### src/rtl/mrf_pkg.sv
// Shared types, constants and the CRC-16 byte update for the Modbus RTU request framer.
// Depends on nothing; every other file of the framer refers to it by scoped names.

package mrf_pkg;

  localparam int MAX_DATA_BYTES = 252;

  localparam logic [7:0] HEAD_SINGLE = 8'd4;
  localparam logic [7:0] HEAD_MULTI = 8'd5;
  localparam logic [7:0] COUNT_LIMIT = 8'(MAX_DATA_BYTES - 5);

  localparam logic [7:0] FC_READ_COILS = 8'd1;
  localparam logic [7:0] FC_READ_HOLDING = 8'd3;
  localparam logic [7:0] FC_WRITE_COIL = 8'd5;
  localparam logic [7:0] FC_WRITE_COILS = 8'd15;
  localparam logic [7:0] FC_WRITE_REGS = 8'd16;

  localparam logic [7:0] SLAVE_ADDR_RESET = 8'd1;

  localparam logic [15:0] CRC_INIT = 16'hFFFF;
  localparam logic [15:0] CRC_POLY = 16'hA001;

  localparam logic [2:0] ST_OK = 3'd0;
  localparam logic [2:0] ST_CRC_ERROR = 3'd1;
  localparam logic [2:0] ST_ILLEGAL_FUNC = 3'd2;
  localparam logic [2:0] ST_UNKNOWN_CODE = 3'd3;
  localparam logic [2:0] ST_COUNT_TOO_LARGE = 3'd4;
  localparam logic [2:0] ST_TIMEOUT = 3'd5;

  localparam int CMDQ_DEPTH = 4;
  localparam int CMDQ_PTR_W = $clog2(CMDQ_DEPTH);
  localparam int CMDQ_CNT_W = $clog2(CMDQ_DEPTH + 1);

  localparam int RESQ_DEPTH = 2;
  localparam int RESQ_PTR_W = $clog2(RESQ_DEPTH);
  localparam int RESQ_CNT_W = $clog2(RESQ_DEPTH + 1);

  typedef enum logic [1:0] {
    FC_SINGLE,
    FC_MULTI,
    FC_OTHER
  } fc_class_t;

  typedef enum logic [2:0] {
    PH_ADDR,
    PH_FUNC,
    PH_HEAD,
    PH_DATA,
    PH_CRCL,
    PH_CRCH,
    PH_SKIP
  } phase_t;

  typedef struct packed {
    logic       is_timeout;
    logic [7:0] rx_byte;
    fc_class_t  fc_class;
    logic       count_too_big;
  } cmd_t;

  typedef struct packed {
    logic       is_frame_end;
    logic [7:0] frame_byte;
    logic [8:0] byte_position;
    logic [2:0] frame_status;
  } result_t;

  function automatic logic [15:0] crc_feed(input logic [15:0] crc, input logic [7:0] b);
    logic [15:0] c;
    c = crc ^ {8'h00, b};
    for (int i = 0; i < 8; i++) begin
      c = c[0] ? ((c >> 1) ^ CRC_POLY) : (c >> 1);
    end
    return c;
  endfunction

endpackage

### src/rtl/modbus_rtu_request_framer_unit.sv
// Top level of the Modbus RTU slave request framer.
// Depends on mrf_pkg, mrf_front, mrf_cmdq and mrf_back.
//
// The input channel is a queue write port: a beat is taken when in_push is high and in_full
// is low. Each beat is either a received byte (in_action low) or a t3.5 silence event
// (in_action high). The result channel is a queue read port: while out_empty is low the
// oldest result is on the out_ ports, and it is taken when out_pop is high.
// Each input beat gives at most one result: a frame byte with its position, or a frame end
// with its status. One input beat is taken every cycle while in_full is low; the back end
// handles one command per cycle while the result queue is not full, the CRC-16 byte update
// being an unrolled combinational step.
// The slave address is written on the cfg_ channel, which is always ready; it should only
// be written while no frame bytes are in flight.
// Reset empties both queues, sets the slave address to 1 and makes the framer await an
// address byte with a fresh CRC.
// When the receiver stalls, the two-entry result queue fills, the back end stops taking
// commands, the four-entry command queue fills and in_full rises; nothing is lost.

module modbus_rtu_request_framer_unit (
  input  logic       clk,
  input  logic       rst_n,
  input  logic       in_push,
  output logic       in_full,
  input  logic       in_action,
  input  logic [7:0] in_rx_byte,
  output logic       out_empty,
  input  logic       out_pop,
  output logic       out_is_frame_end,
  output logic [7:0] out_frame_byte,
  output logic [8:0] out_byte_position,
  output logic [2:0] out_frame_status,
  input  logic       cfg_valid,
  output logic       cfg_ready,
  input  logic [7:0] cfg_slave_address
);

  logic             cfg_we;
  logic [7:0]       slave_addr_r;
  logic             q_push, q_full, q_valid, q_pop;
  mrf_pkg::cmd_t    q_cmd, head_cmd;
  mrf_pkg::result_t res_head;

  assign cfg_ready = 1'b1;
  assign cfg_we = cfg_valid && cfg_ready;

  always_ff @(posedge clk) begin
    if (!rst_n) begin
      slave_addr_r <= mrf_pkg::SLAVE_ADDR_RESET;
    end else if (cfg_we) begin
      slave_addr_r <= cfg_slave_address;
    end
  end

  mrf_front u_front (
    .in_push    (in_push),
    .in_action  (in_action),
    .in_rx_byte (in_rx_byte),
    .in_full    (in_full),
    .q_full     (q_full),
    .q_push     (q_push),
    .q_cmd      (q_cmd)
  );

  mrf_cmdq u_cmdq (
    .clk      (clk),
    .rst_n    (rst_n),
    .push     (q_push),
    .push_cmd (q_cmd),
    .full     (q_full),
    .pop      (q_pop),
    .valid    (q_valid),
    .head_cmd (head_cmd)
  );

  mrf_back u_back (
    .clk           (clk),
    .rst_n         (rst_n),
    .slave_address (slave_addr_r),
    .cmd_valid     (q_valid),
    .cmd           (head_cmd),
    .cmd_pop       (q_pop),
    .res_empty     (out_empty),
    .res_pop       (out_pop),
    .res_head      (res_head)
  );

  assign out_is_frame_end = res_head.is_frame_end;
  assign out_frame_byte = res_head.frame_byte;
  assign out_byte_position = res_head.byte_position;
  assign out_frame_status = res_head.frame_status;

  a_no_push_when_full: assert property (@(posedge clk) disable iff (!rst_n)
    q_push |-> !q_full)
    else $error("command queue written while full");

  a_pop_only_when_valid: assert property (@(posedge clk) disable iff (!rst_n)
    q_pop |-> q_valid)
    else $error("back end took a command from an empty queue");

  a_frame_end_shape: assert property (@(posedge clk) disable iff (!rst_n)
    (!out_empty && out_is_frame_end) |-> (out_frame_byte == 8'd0))
    else $error("frame end result carries a byte");

  a_payload_status: assert property (@(posedge clk) disable iff (!rst_n)
    (!out_empty && !out_is_frame_end) |-> (out_frame_status == mrf_pkg::ST_OK))
    else $error("payload result carries a status");

  a_empty_after_reset: assert property (@(posedge clk)
    $rose(rst_n) |-> (out_empty && !in_full))
    else $error("queues not empty after reset");

endmodule

### src/rtl/mrf_front.sv
// Front end of the framer: takes input beats and classifies each byte for the back end.
// Depends on mrf_pkg for the command type and the function code constants.

module mrf_front (
  input  logic          in_push,
  input  logic          in_action,
  input  logic [7:0]    in_rx_byte,
  output logic          in_full,
  input  logic          q_full,
  output logic          q_push,
  output mrf_pkg::cmd_t q_cmd
);

  mrf_pkg::fc_class_t fc_class;

  always_comb begin
    if (in_rx_byte == mrf_pkg::FC_READ_COILS || in_rx_byte == mrf_pkg::FC_READ_HOLDING ||
        in_rx_byte == mrf_pkg::FC_WRITE_COIL) begin
      fc_class = mrf_pkg::FC_SINGLE;
    end else if (in_rx_byte == mrf_pkg::FC_WRITE_COILS ||
                 in_rx_byte == mrf_pkg::FC_WRITE_REGS) begin
      fc_class = mrf_pkg::FC_MULTI;
    end else begin
      fc_class = mrf_pkg::FC_OTHER;
    end
  end

  assign in_full = q_full;
  assign q_push = in_push && !q_full;

  always_comb begin
    q_cmd.is_timeout = in_action;
    q_cmd.rx_byte = in_rx_byte;
    q_cmd.fc_class = fc_class;
    q_cmd.count_too_big = in_rx_byte > mrf_pkg::COUNT_LIMIT;
  end

endmodule

### src/rtl/mrf_cmdq.sv
// Short command queue between the front end and the back end of the framer.
// Depends on mrf_pkg for the command type and the queue depth.

module mrf_cmdq (
  input  logic          clk,
  input  logic          rst_n,
  input  logic          push,
  input  mrf_pkg::cmd_t push_cmd,
  output logic          full,
  input  logic          pop,
  output logic          valid,
  output mrf_pkg::cmd_t head_cmd
);

  mrf_pkg::cmd_t mem [mrf_pkg::CMDQ_DEPTH];

  logic [mrf_pkg::CMDQ_PTR_W-1:0] wr_ptr_r, wr_ptr_nxt;
  logic [mrf_pkg::CMDQ_PTR_W-1:0] rd_ptr_r, rd_ptr_nxt;
  logic [mrf_pkg::CMDQ_CNT_W-1:0] count_r, count_nxt;
  logic                           do_push, do_pop;

  assign full = count_r == mrf_pkg::CMDQ_CNT_W'(mrf_pkg::CMDQ_DEPTH);
  assign valid = count_r != '0;
  assign head_cmd = mem[rd_ptr_r];
  assign do_push = push && !full;
  assign do_pop = pop && valid;

  always_comb begin
    wr_ptr_nxt = do_push ? wr_ptr_r + 1'b1 : wr_ptr_r;
    rd_ptr_nxt = do_pop ? rd_ptr_r + 1'b1 : rd_ptr_r;
    count_nxt = count_r + mrf_pkg::CMDQ_CNT_W'(do_push) - mrf_pkg::CMDQ_CNT_W'(do_pop);
  end

  always_ff @(posedge clk) begin
    if (!rst_n) begin
      wr_ptr_r <= '0;
      rd_ptr_r <= '0;
      count_r <= '0;
    end else begin
      wr_ptr_r <= wr_ptr_nxt;
      rd_ptr_r <= rd_ptr_nxt;
      count_r <= count_nxt;
    end
  end

  always_ff @(posedge clk) begin
    if (do_push) begin
      mem[wr_ptr_r] <= push_cmd;
    end
  end

endmodule

### src/rtl/mrf_back.sv
// Back end of the framer: runs the frame state machine and the CRC-16 check on each command
// and holds finished result beats in a two-entry queue. Depends on mrf_pkg.

module mrf_back (
  input  logic             clk,
  input  logic             rst_n,
  input  logic [7:0]       slave_address,
  input  logic             cmd_valid,
  input  mrf_pkg::cmd_t    cmd,
  output logic             cmd_pop,
  output logic             res_empty,
  input  logic             res_pop,
  output mrf_pkg::result_t res_head
);

  mrf_pkg::phase_t phase_r, phase_nxt;
  logic            multi_r, multi_nxt;
  logic [7:0]      bytes_left_r, bytes_left_nxt;
  logic [8:0]      pos_r, pos_nxt;
  logic [15:0]     crc_r, crc_nxt;
  logic [7:0]      crc_low_r, crc_low_nxt;

  mrf_pkg::result_t resq [mrf_pkg::RESQ_DEPTH];

  logic [mrf_pkg::RESQ_PTR_W-1:0] wr_ptr_r, rd_ptr_r;
  logic [mrf_pkg::RESQ_CNT_W-1:0] count_r;
  logic                           resq_full, res_do_pop;

  logic             emit_byte, emit_end, res_we;
  logic [2:0]       end_status;
  mrf_pkg::result_t res;
  logic [7:0]       b;

  assign resq_full = count_r == mrf_pkg::RESQ_CNT_W'(mrf_pkg::RESQ_DEPTH);
  assign res_empty = count_r == '0;
  assign res_head = resq[rd_ptr_r];
  assign res_do_pop = res_pop && !res_empty;
  assign cmd_pop = cmd_valid && !resq_full;
  assign b = cmd.rx_byte;

  always_comb begin
    phase_nxt = phase_r;
    multi_nxt = multi_r;
    bytes_left_nxt = bytes_left_r;
    pos_nxt = pos_r;
    crc_nxt = crc_r;
    crc_low_nxt = crc_low_r;
    emit_byte = 1'b0;
    emit_end = 1'b0;
    end_status = mrf_pkg::ST_OK;
    res = '0;
    res_we = 1'b0;
    if (cmd_pop) begin
      if (cmd.is_timeout) begin
        if (phase_r != mrf_pkg::PH_ADDR && phase_r != mrf_pkg::PH_SKIP) begin
          emit_end = 1'b1;
          end_status = mrf_pkg::ST_TIMEOUT;
        end
      end else begin
        unique case (phase_r)
          mrf_pkg::PH_ADDR: begin
            if (b == slave_address) begin
              emit_byte = 1'b1;
              phase_nxt = mrf_pkg::PH_FUNC;
            end else begin
              phase_nxt = mrf_pkg::PH_SKIP;
            end
          end
          mrf_pkg::PH_FUNC: begin
            unique case (cmd.fc_class)
              mrf_pkg::FC_SINGLE: begin
                emit_byte = 1'b1;
                multi_nxt = 1'b0;
                bytes_left_nxt = mrf_pkg::HEAD_SINGLE;
                phase_nxt = mrf_pkg::PH_HEAD;
              end
              mrf_pkg::FC_MULTI: begin
                emit_byte = 1'b1;
                multi_nxt = 1'b1;
                bytes_left_nxt = mrf_pkg::HEAD_MULTI;
                phase_nxt = mrf_pkg::PH_HEAD;
              end
              default: begin
                emit_end = 1'b1;
                end_status = mrf_pkg::ST_UNKNOWN_CODE;
              end
            endcase
          end
          mrf_pkg::PH_HEAD: begin
            emit_byte = 1'b1;
            if (bytes_left_r <= 8'd1) begin
              bytes_left_nxt = '0;
              if (multi_r) begin
                if (cmd.count_too_big) begin
                  emit_byte = 1'b0;
                  emit_end = 1'b1;
                  end_status = mrf_pkg::ST_COUNT_TOO_LARGE;
                end else begin
                  bytes_left_nxt = b;
                  phase_nxt = (b != 8'd0) ? mrf_pkg::PH_DATA : mrf_pkg::PH_CRCL;
                end
              end else begin
                phase_nxt = mrf_pkg::PH_CRCL;
              end
            end else begin
              bytes_left_nxt = bytes_left_r - 8'd1;
            end
          end
          mrf_pkg::PH_DATA: begin
            emit_byte = 1'b1;
            if (bytes_left_r <= 8'd1) begin
              bytes_left_nxt = '0;
              phase_nxt = mrf_pkg::PH_CRCL;
            end else begin
              bytes_left_nxt = bytes_left_r - 8'd1;
            end
          end
          mrf_pkg::PH_CRCL: begin
            crc_low_nxt = b;
            phase_nxt = mrf_pkg::PH_CRCH;
          end
          mrf_pkg::PH_CRCH: begin
            emit_end = 1'b1;
            if ({b, crc_low_r} != crc_r) begin
              end_status = mrf_pkg::ST_CRC_ERROR;
            end else if (multi_r) begin
              end_status = mrf_pkg::ST_ILLEGAL_FUNC;
            end else begin
              end_status = mrf_pkg::ST_OK;
            end
          end
          default: begin
          end
        endcase
      end
    end

    if (emit_byte) begin
      res_we = 1'b1;
      res.is_frame_end = 1'b0;
      res.frame_byte = b;
      res.byte_position = pos_r;
      res.frame_status = mrf_pkg::ST_OK;
      crc_nxt = mrf_pkg::crc_feed(crc_r, b);
      pos_nxt = pos_r + 9'd1;
    end
    if (emit_end) begin
      res_we = 1'b1;
      res.is_frame_end = 1'b1;
      res.frame_byte = '0;
      res.byte_position = pos_r;
      res.frame_status = end_status;
      phase_nxt = mrf_pkg::PH_SKIP;
    end

    if (cmd_pop && cmd.is_timeout) begin
      phase_nxt = mrf_pkg::PH_ADDR;
      multi_nxt = 1'b0;
      bytes_left_nxt = '0;
      pos_nxt = '0;
      crc_nxt = mrf_pkg::CRC_INIT;
      crc_low_nxt = '0;
    end
  end

  always_ff @(posedge clk) begin
    if (!rst_n) begin
      phase_r <= mrf_pkg::PH_ADDR;
      multi_r <= 1'b0;
      bytes_left_r <= '0;
      pos_r <= '0;
      crc_r <= mrf_pkg::CRC_INIT;
      crc_low_r <= '0;
    end else begin
      phase_r <= phase_nxt;
      multi_r <= multi_nxt;
      bytes_left_r <= bytes_left_nxt;
      pos_r <= pos_nxt;
      crc_r <= crc_nxt;
      crc_low_r <= crc_low_nxt;
    end
  end

  always_ff @(posedge clk) begin
    if (!rst_n) begin
      wr_ptr_r <= '0;
      rd_ptr_r <= '0;
      count_r <= '0;
    end else begin
      if (res_we) begin
        wr_ptr_r <= wr_ptr_r + 1'b1;
      end
      if (res_do_pop) begin
        rd_ptr_r <= rd_ptr_r + 1'b1;
      end
      count_r <= count_r + mrf_pkg::RESQ_CNT_W'(res_we) - mrf_pkg::RESQ_CNT_W'(res_do_pop);
    end
  end

  always_ff @(posedge clk) begin
    if (res_we) begin
      resq[wr_ptr_r] <= res;
    end
  end

endmodule
### config.mk
export PLATFORM = sky130hd
export DESIGN_NAME = modbus_rtu_request_framer_unit
export DESIGN_NICKNAME = d
export VERILOG_FILES = /design/src/rtl/mrf_pkg.sv /design/src/rtl/modbus_rtu_request_framer_unit.sv /design/src/rtl/mrf_front.sv /design/src/rtl/mrf_cmdq.sv /design/src/rtl/mrf_back.sv
export SDC_FILE = /design/constraint.sdc
export NUM_CORES = 1
export LEC_CHECK = 0
export ABC_AREA = 0
export BUFFER_PORTS_ARGS = -buffer_cell sky130_fd_sc_hd__buf_2
export CAP_MARGIN = 20
export CELL_PAD_IN_SITES_DETAIL_PLACEMENT = 1
export CELL_PAD_IN_SITES_GLOBAL_PLACEMENT = 1
export CORE_MARGIN = 3
export CORE_UTILIZATION = 49
export CTS_CLUSTER_SIZE = 20
export DETAILED_ROUTE_END_ITERATION = 12
export PLACE_DENSITY_LB_ADDON = 0.2
export SLEW_MARGIN = 20
export SYNTH_ARGS = -nofsm -noshare
export SYNTH_HDL_FRONTEND = slang
export SYNTH_SLANG_ARGS = --single-unit
### constraint.sdc
create_clock -name clk -period 4.1 [get_ports clk]
set_input_delay 0.205 -clock clk [delete_from_list [all_inputs] [get_ports clk]]
set_output_delay 0.205 -clock clk [all_outputs]
set_load 0.05 [all_outputs]
### Word level (Yosys, flattened, before mapping)

Memory sizes are Yosys's and may differ from the RTL's. A register that Yosys moved wholly into a read port is not among the register bits.
Index checks and enable logic that the tools add are counted.

* word-level logic and storage cells: 163
* register bits after elaboration: 64
* output and inout port bits: 24
* ROM bits: 0
* bits in latches: 0
* input port bits: 22
* memories: 2
* RAM bits: 90

* mux-type cells: 66
* shift operators: 0
* equal/unequal tests: 26
* divide/modulo/power cells: 0
* bitwise gates (word level): 11
* reductions and logical operators: 32
* multiply operators: 0
* $lt $le $gt $ge: 2
* $add $sub $neg: 10

Memories
* u_cmdq.mem: words 4, bits a word 12, read ports 1, clocked after Yosys merged registers in 1, wr ports 1, RTL line mrf_cmdq.sv:15 `mrf_pkg::cmd_t mem [mrf_pkg::CMDQ_DEPTH];`
* u_back.resq: words 2, bits a word 21, read ports 1, clocked after Yosys merged registers in 1, wr ports 1, RTL line mrf_back.sv:23 `mrf_pkg::result_t resq [mrf_pkg::RESQ_DEPTH];`

Operators by type and width (count)
* two-way mux 16 bit: 8
* two-way mux 3 bit: 17
* two-way mux 8 bit: 4
* NOT 2 -> 3 bit: 8
* one-hot mux 8 bit (3 select lines): 1
* two-way mux 1 bit: 22
* two-way mux 21 bit: 1
* two-way mux 20 bit: 1
* != test 16 bit: 1
* one-hot mux 8 bit (2 select lines): 1
* bitwise XOR 16 x 8 -> 16 bit: 1
* one-hot mux 3 bit (5 select lines): 1
* AND reduction 7 bit: 2
* two-way mux 2 bit: 6
* adder 9 x 1 -> 9 bit (second input constant): 1
* == test 3 bit (second input constant): 3
* != test 3 x 1 -> 1 bit (second input constant): 3
* one-hot mux 3 bit (3 select lines): 1
* nonzero test 3 bit: 3
* == test 8 x 1 -> 1 bit (second input constant): 1
* == test 8 x 2 -> 1 bit (second input constant): 1
* == test 8 x 3 -> 1 bit (second input constant): 1
* == test 8 x 4 -> 1 bit (second input constant): 1
* == test 8 x 5 -> 1 bit (second input constant): 1
* other kinds (36): 57

### Logic depth before layout (Yosys ltp)

* depth in word-level cells: 17
* mapped depth: 14
* depth with buffers taken out: 12

### Modules after synthesis

From an unflattened synthesis, not the netlist that was laid out.

* cell total of the unflattened synthesis: 605
* area, all modules: 7294.5 um^2

By module, submodules not included
* mrf_back: cells each 443, area each 4610.7 um^2, seq. area each 2262.2 um^2, times used 1
* mrf_cmdq: cells each 110, area each 2214.6 um^2, seq. area each 1621.6 um^2, times used 1
* modbus_rtu_request_framer_unit: cells each 27, area each 310.3 um^2, seq. area each 160.2 um^2, times used 1
* mrf_front: cells each 25, area each 158.9 um^2, seq. area each 0.0 um^2, times used 1

### Least setup slack after synthesis

OpenSTA, ideal clock, no wires.

* kind: flip-flop to flip-flop
* start point: register (tool-made name)
* end point: memory u_back.resq[0][0] in the netlist's numbering, enable pin
* required time: 3701 ps
* cell stages (with the launch flop): 10
* clock period less this slack: 3632 ps
* buffers on the path: 3
* slack: 468 ps
* setup time: 399 ps
* arrival: 3233 ps
* cell sequence: dfxtp_1 buf_6 mux4_2 xnor2_1 nand4_1 o32ai_2 buf_2 a21oi_1 clkbuf_1 nor2_1

RTL lines (RTL line)
* end, declared: mrf_back.sv:23

==> insert_results.sql <==
INSERT INTO impl_metrics (metric_group, metric, value, unit) VALUES
('run_status', 'status', 'completed', ''),
('finish', 'num-nets-final', '645', ''),
('finish', 'final_layout_size_suffix_gt1_share', '19.6', '%'),
('finish', 'multi_input_gate_area_in_the_final_layout', '0.00278', 'mm²'),
('finish', 'layout_commonest_cell', 'sky130_fd_sc_hd__edfxtp_1', ''),
('clock_network', 'cts.htree.levels', '4', ''),
('grt', 'initial_antenna_violation_count', '0', ''),
('synth', 'async_flop_share', '0', '%'),
('critical_path', 'cpMaxStageDelayCell', 'sky130_fd_sc_hd__dfxtp_1', ''),
('power_and_ir_drop', 'sequentialPowerShare', '35.3', '%'),
('synth', 'synthesis.area', '0.00699', 'mm²'),
('synth', 'leading_post_synthesis_cells_by_cell_area', 'sky130_fd_sc_hd__edfxtp_1, sky130_fd_sc_hd__dfxtp_1, sky130_fd_sc_hd__xnor2_1', ''),
('floorplanning', 'die_area', '0.0157', 'mm²'),
('placed_design', 'hpwl', '11.4', 'mm'),
('synth', 'synth.net_count', '594', ''),
('critical_path', 'timing.setup.critical_path_class', 'register to register', ''),
('route', 'routed_wire_length_per_instance', '19.7', 'µm'),
('critical_path', 'timing.critical_path.arrival', '3.72', 'ns'),
('power_and_ir_drop', 'power.ir.vdd_worst', '0.329', 'mV'),
('hold_path', 'worst_hold_path.num_cells', '1', ''),
('power_and_ir_drop', 'p_comb_share', '38.7', '%'),
('route', 'postRouteWirelength', '15.9', 'mm'),
('critical_path', 'crit_path_cell_trace', 'buf_4 -> mux4_2 -> o21a_1 -> a41oi_1 -> o22ai_1 -> a21oi_1 -> buf_4 -> inv_1 -> ha_1 -> xnor2_1 -> xnor2_1 -> and2_1', ''),
('timing', 'setup_repair_after_global_routing_missed_its_margin', 'no', ''),
('timing', 'fin_crit_sh', '82.9', '%'),
('critical_path', 'critical_path.endpoint_type', 'register', ''),
('grt', 'track_usage', '21.1', '%'),
('critical_path', 'capture_point_of_the_worst_path', 'u_back.count_r[1]', ''),
('power_and_ir_drop', 'p_switching', '2.27', 'mW'),
('synth', 'synth_edf_count', '90', ''),
('synth', 'ys_ff_latch', '157', ''),
('finish', 'final-instance-count-excl-fill', '804', ''),
('critical_path', 'worstPathRequired', '4.42', 'ns'),
('route', 'detailroute.via_count', '4427', ''),
('clock_network', 'clock_path_buffers', '2', ''),
('route', 'via_cell_ratio', '5.51', ''),
('power_and_ir_drop', 'power.clock.fraction', '26.0', '%'),
('clock_network', 'clk_transition_reported_paths', '0.06', 'ns'),
('grt', 'grt_pass1_wl', '25.8', 'mm'),
('timing', 'clock.fmax', '294', 'MHz'),
('hold_path', 'worst_hold_path_type', 'input port to register', ''),
('finish', 'layout_common_cells', 'sky130_fd_sc_hd__edfxtp_1, sky130_fd_sc_hd__dfxtp_1, sky130_fd_sc_hd__xnor2_1, sky130_fd_sc_hd__buf_2, sky130_fd_sc_hd__nor2_1', ''),
('route', 'drt_pre_antenna_iters', '4', ''),
('power_and_ir_drop', 'pwr_density_cell', '754', 'mW/mm²'),
('critical_path', 'r2r_cells', '12', ''),
('finish', 'fillers', '1410', ''),
('synth', 'yosysUniqueCellTypes', '51', ''),
('timing', 'tightest_slew', '0.907', 'ns'),
('grt', 'grt_max_degree', '33', ''),
('placed_design', 'place.gp.congestion', '0.915', ''),
('synth', 'yosysSeqAreaShare', '57.9', '%'),
('power_and_ir_drop', 'power.static_leakage', '2.93', 'nW'),
('critical_path', 'worst_setup_path_start_kind', 'register', ''),
('clock_network', 'cts_sinks', '157', ''),
('timing', 'slew-limit-headroom', '39.2', '%'),
('grt', 'globalRoute.totalOverflow', '0', ''),
('run', 'maxCapViolCount', '0', ''),
('finish', 'diodes', '0', ''),
('route', 'detailedRoute.firstIterationViolations', '168', ''),
('route', 'drt_drc_violations_left', '0', ''),
('timing', 'minimum_period_implied_by_the_final_worst_setup_slack', '3.40', 'ns'),
('floorplanning', 'dieHeight', '125', 'µm'),
('power_and_ir_drop', 'power_switching_share', '37.4', '%'),
('critical_path', 'reg_to_reg_setup_timing_slack', '0.70', 'ns'),
('clock_network', 'tritoncts.num_buffers', '17', ''),
('clock_network', 'cts.root.buffer_cell', 'sky130_fd_sc_hd__clkbuf_16', ''),
('synth', 'syn_avg_cell_area', '12.5', 'µm²'),
('placed_design', 'port_buffers', '44', ''),
('synth', 'ys.warnings.count', '0', ''),
('synth', 'cell_type_with_the_highest_aggregate_area_in_the_netlist', 'sky130_fd_sc_hd__edfxtp_1', ''),
('critical_path', 'critPathMaxFanout', '13', '');
## metal layers
metal	global-route usage [%]	wire [µm]	vias to the layer above	part of all wire [%]
li1	-	-	2099	-
met1	25.1	6720	2220	42
met2	37.1	8350	80	53
met3	4.57	441	28	2.8
met4	8.74	340	0	2.1
met5	0	0	-	0
## cell families (layout without fill, tap and decap cells)
group / Yosys count / count (layout) / synth area share, %
XOR/XNOR: 64 / 64 / 8.41
AO/OA/AOI/OAI: 58 / 58 / 5.67
AND/OR/NAND/NOR: 167 / 167 / 12.3
adder cells (fa/ha/maj): 13 / 13 / 2.40
other: 1 / 1 / 0.0537
multiplexers: 58 / 58 / 10.8
buffers and inverters: 42 / 106 / 2.45
flip-flops: 157 / 157 / 57.9
## per-stage QoR
stage	setup slack (ns)	total power [mW]	area, µm²	utilization (%)
3_5_place_dp	0.647	4.50	7400	53.1
4_1_cts	0.629	6.10	8020	57.6
3_3_place_gp	0.832	4.40	7400	53.1
2_1_floorplan	0.468	3.95	6990	-
5_1_grt	0.386	6.40	8020	57.6
6_report	0.701	6.05	8020	57.6
## cell usage after synthesis (3+ instances only)
cell and instances:
sky130_fd_sc_hd__o211ai_1 8, sky130_fd_sc_hd__ha_1 11, sky130_fd_sc_hd__a22oi_1 7, sky130_fd_sc_hd__a21oi_1 11, sky130_fd_sc_hd__and3_1 5, sky130_fd_sc_hd__xnor2_1 45
sky130_fd_sc_hd__mux2_2 21, sky130_fd_sc_hd__and2_1 14, sky130_fd_sc_hd__mux4_2 12, sky130_fd_sc_hd__nor2_1 43, sky130_fd_sc_hd__nand4_1 7, sky130_fd_sc_hd__nor2b_1 30
sky130_fd_sc_hd__inv_1 19, sky130_fd_sc_hd__dfxtp_1 67, sky130_fd_sc_hd__o21ai_0 7, sky130_fd_sc_hd__nor4_1 4, sky130_fd_sc_hd__mux2i_1 25, sky130_fd_sc_hd__o22ai_1 7
sky130_fd_sc_hd__xor2_1 17, sky130_fd_sc_hd__nand2_1 29, sky130_fd_sc_hd__o21a_1 3, sky130_fd_sc_hd__nor3_1 10, sky130_fd_sc_hd__nand3_1 8, sky130_fd_sc_hd__edfxtp_1 90
sky130_fd_sc_hd__nand2b_1 3, sky130_fd_sc_hd__clkbuf_1 18, sky130_fd_sc_hd__a211oi_1 5, sky130_fd_sc_hd__nor3b_1 5
## how the worst min path moves through the flow
stage                        from                 to  slack, ns
floorplan           in_rx_byte[7]  u_cmdq.mem[0][10]       0.30
global placement        in_action  u_cmdq.mem[2][11]       0.42
detailed placement      in_action  u_cmdq.mem[3][11]       0.43
CTS                 in_rx_byte[6]   u_cmdq.mem[0][9]       0.02
global route        in_rx_byte[5]   u_cmdq.mem[1][8]       0.02
finish              in_rx_byte[5]   u_cmdq.mem[1][8]       0.03
## area by class of cell
type,instances,share of cell area (%)
clock buffers,17,5.30
multi-input cells,361,34.6
clock inverters,15,2.15
inverters,19,0.889
well taps,180,2.81
repair buffers,55,3.84
flip-flops and latches,157,50.4
## registers in the layout, summed over array words and instances, names as in the netlist, 2 cells and up, named ones only
| signal | count |
|---|---|
| u_cmdq.rd_ptr_r | 2 |
| slave_addr_r | 8 |
| u_back.resq | 42 |
| u_back.phase_r | 3 |
| u_back.crc_low_r | 8 |
| u_cmdq.mem | 48 |
| u_cmdq.wr_ptr_r | 2 |
| u_cmdq.count_r | 3 |
| u_back.crc_r | 16 |
| u_back.count_r | 2 |
| u_back.bytes_left_r | 8 |
| u_back.pos_r | 9 |
## power by group through the flow
stage | clock network [mW] | registers (mW) | logic, mW
finish | 1.57 | 2.13 | 2.34
global route | 1.68 | 2.17 | 2.55
CTS | 1.60 | 2.14 | 2.36
detailed placement | 0 | 2.17 | 2.33
global placement | 0 | 2.15 | 2.25
floorplan | 0 | 2.06 | 1.89
## what timing repair did
| action | in CTS | in global routing |
|---|---|---|
| setup buffers | 0 | 0 |
| endpoints found under the hold margin | 5 | 0 |
| hold buffers | 2 | 0 |
Note: power is estimated with default switching activity, not from simulation.
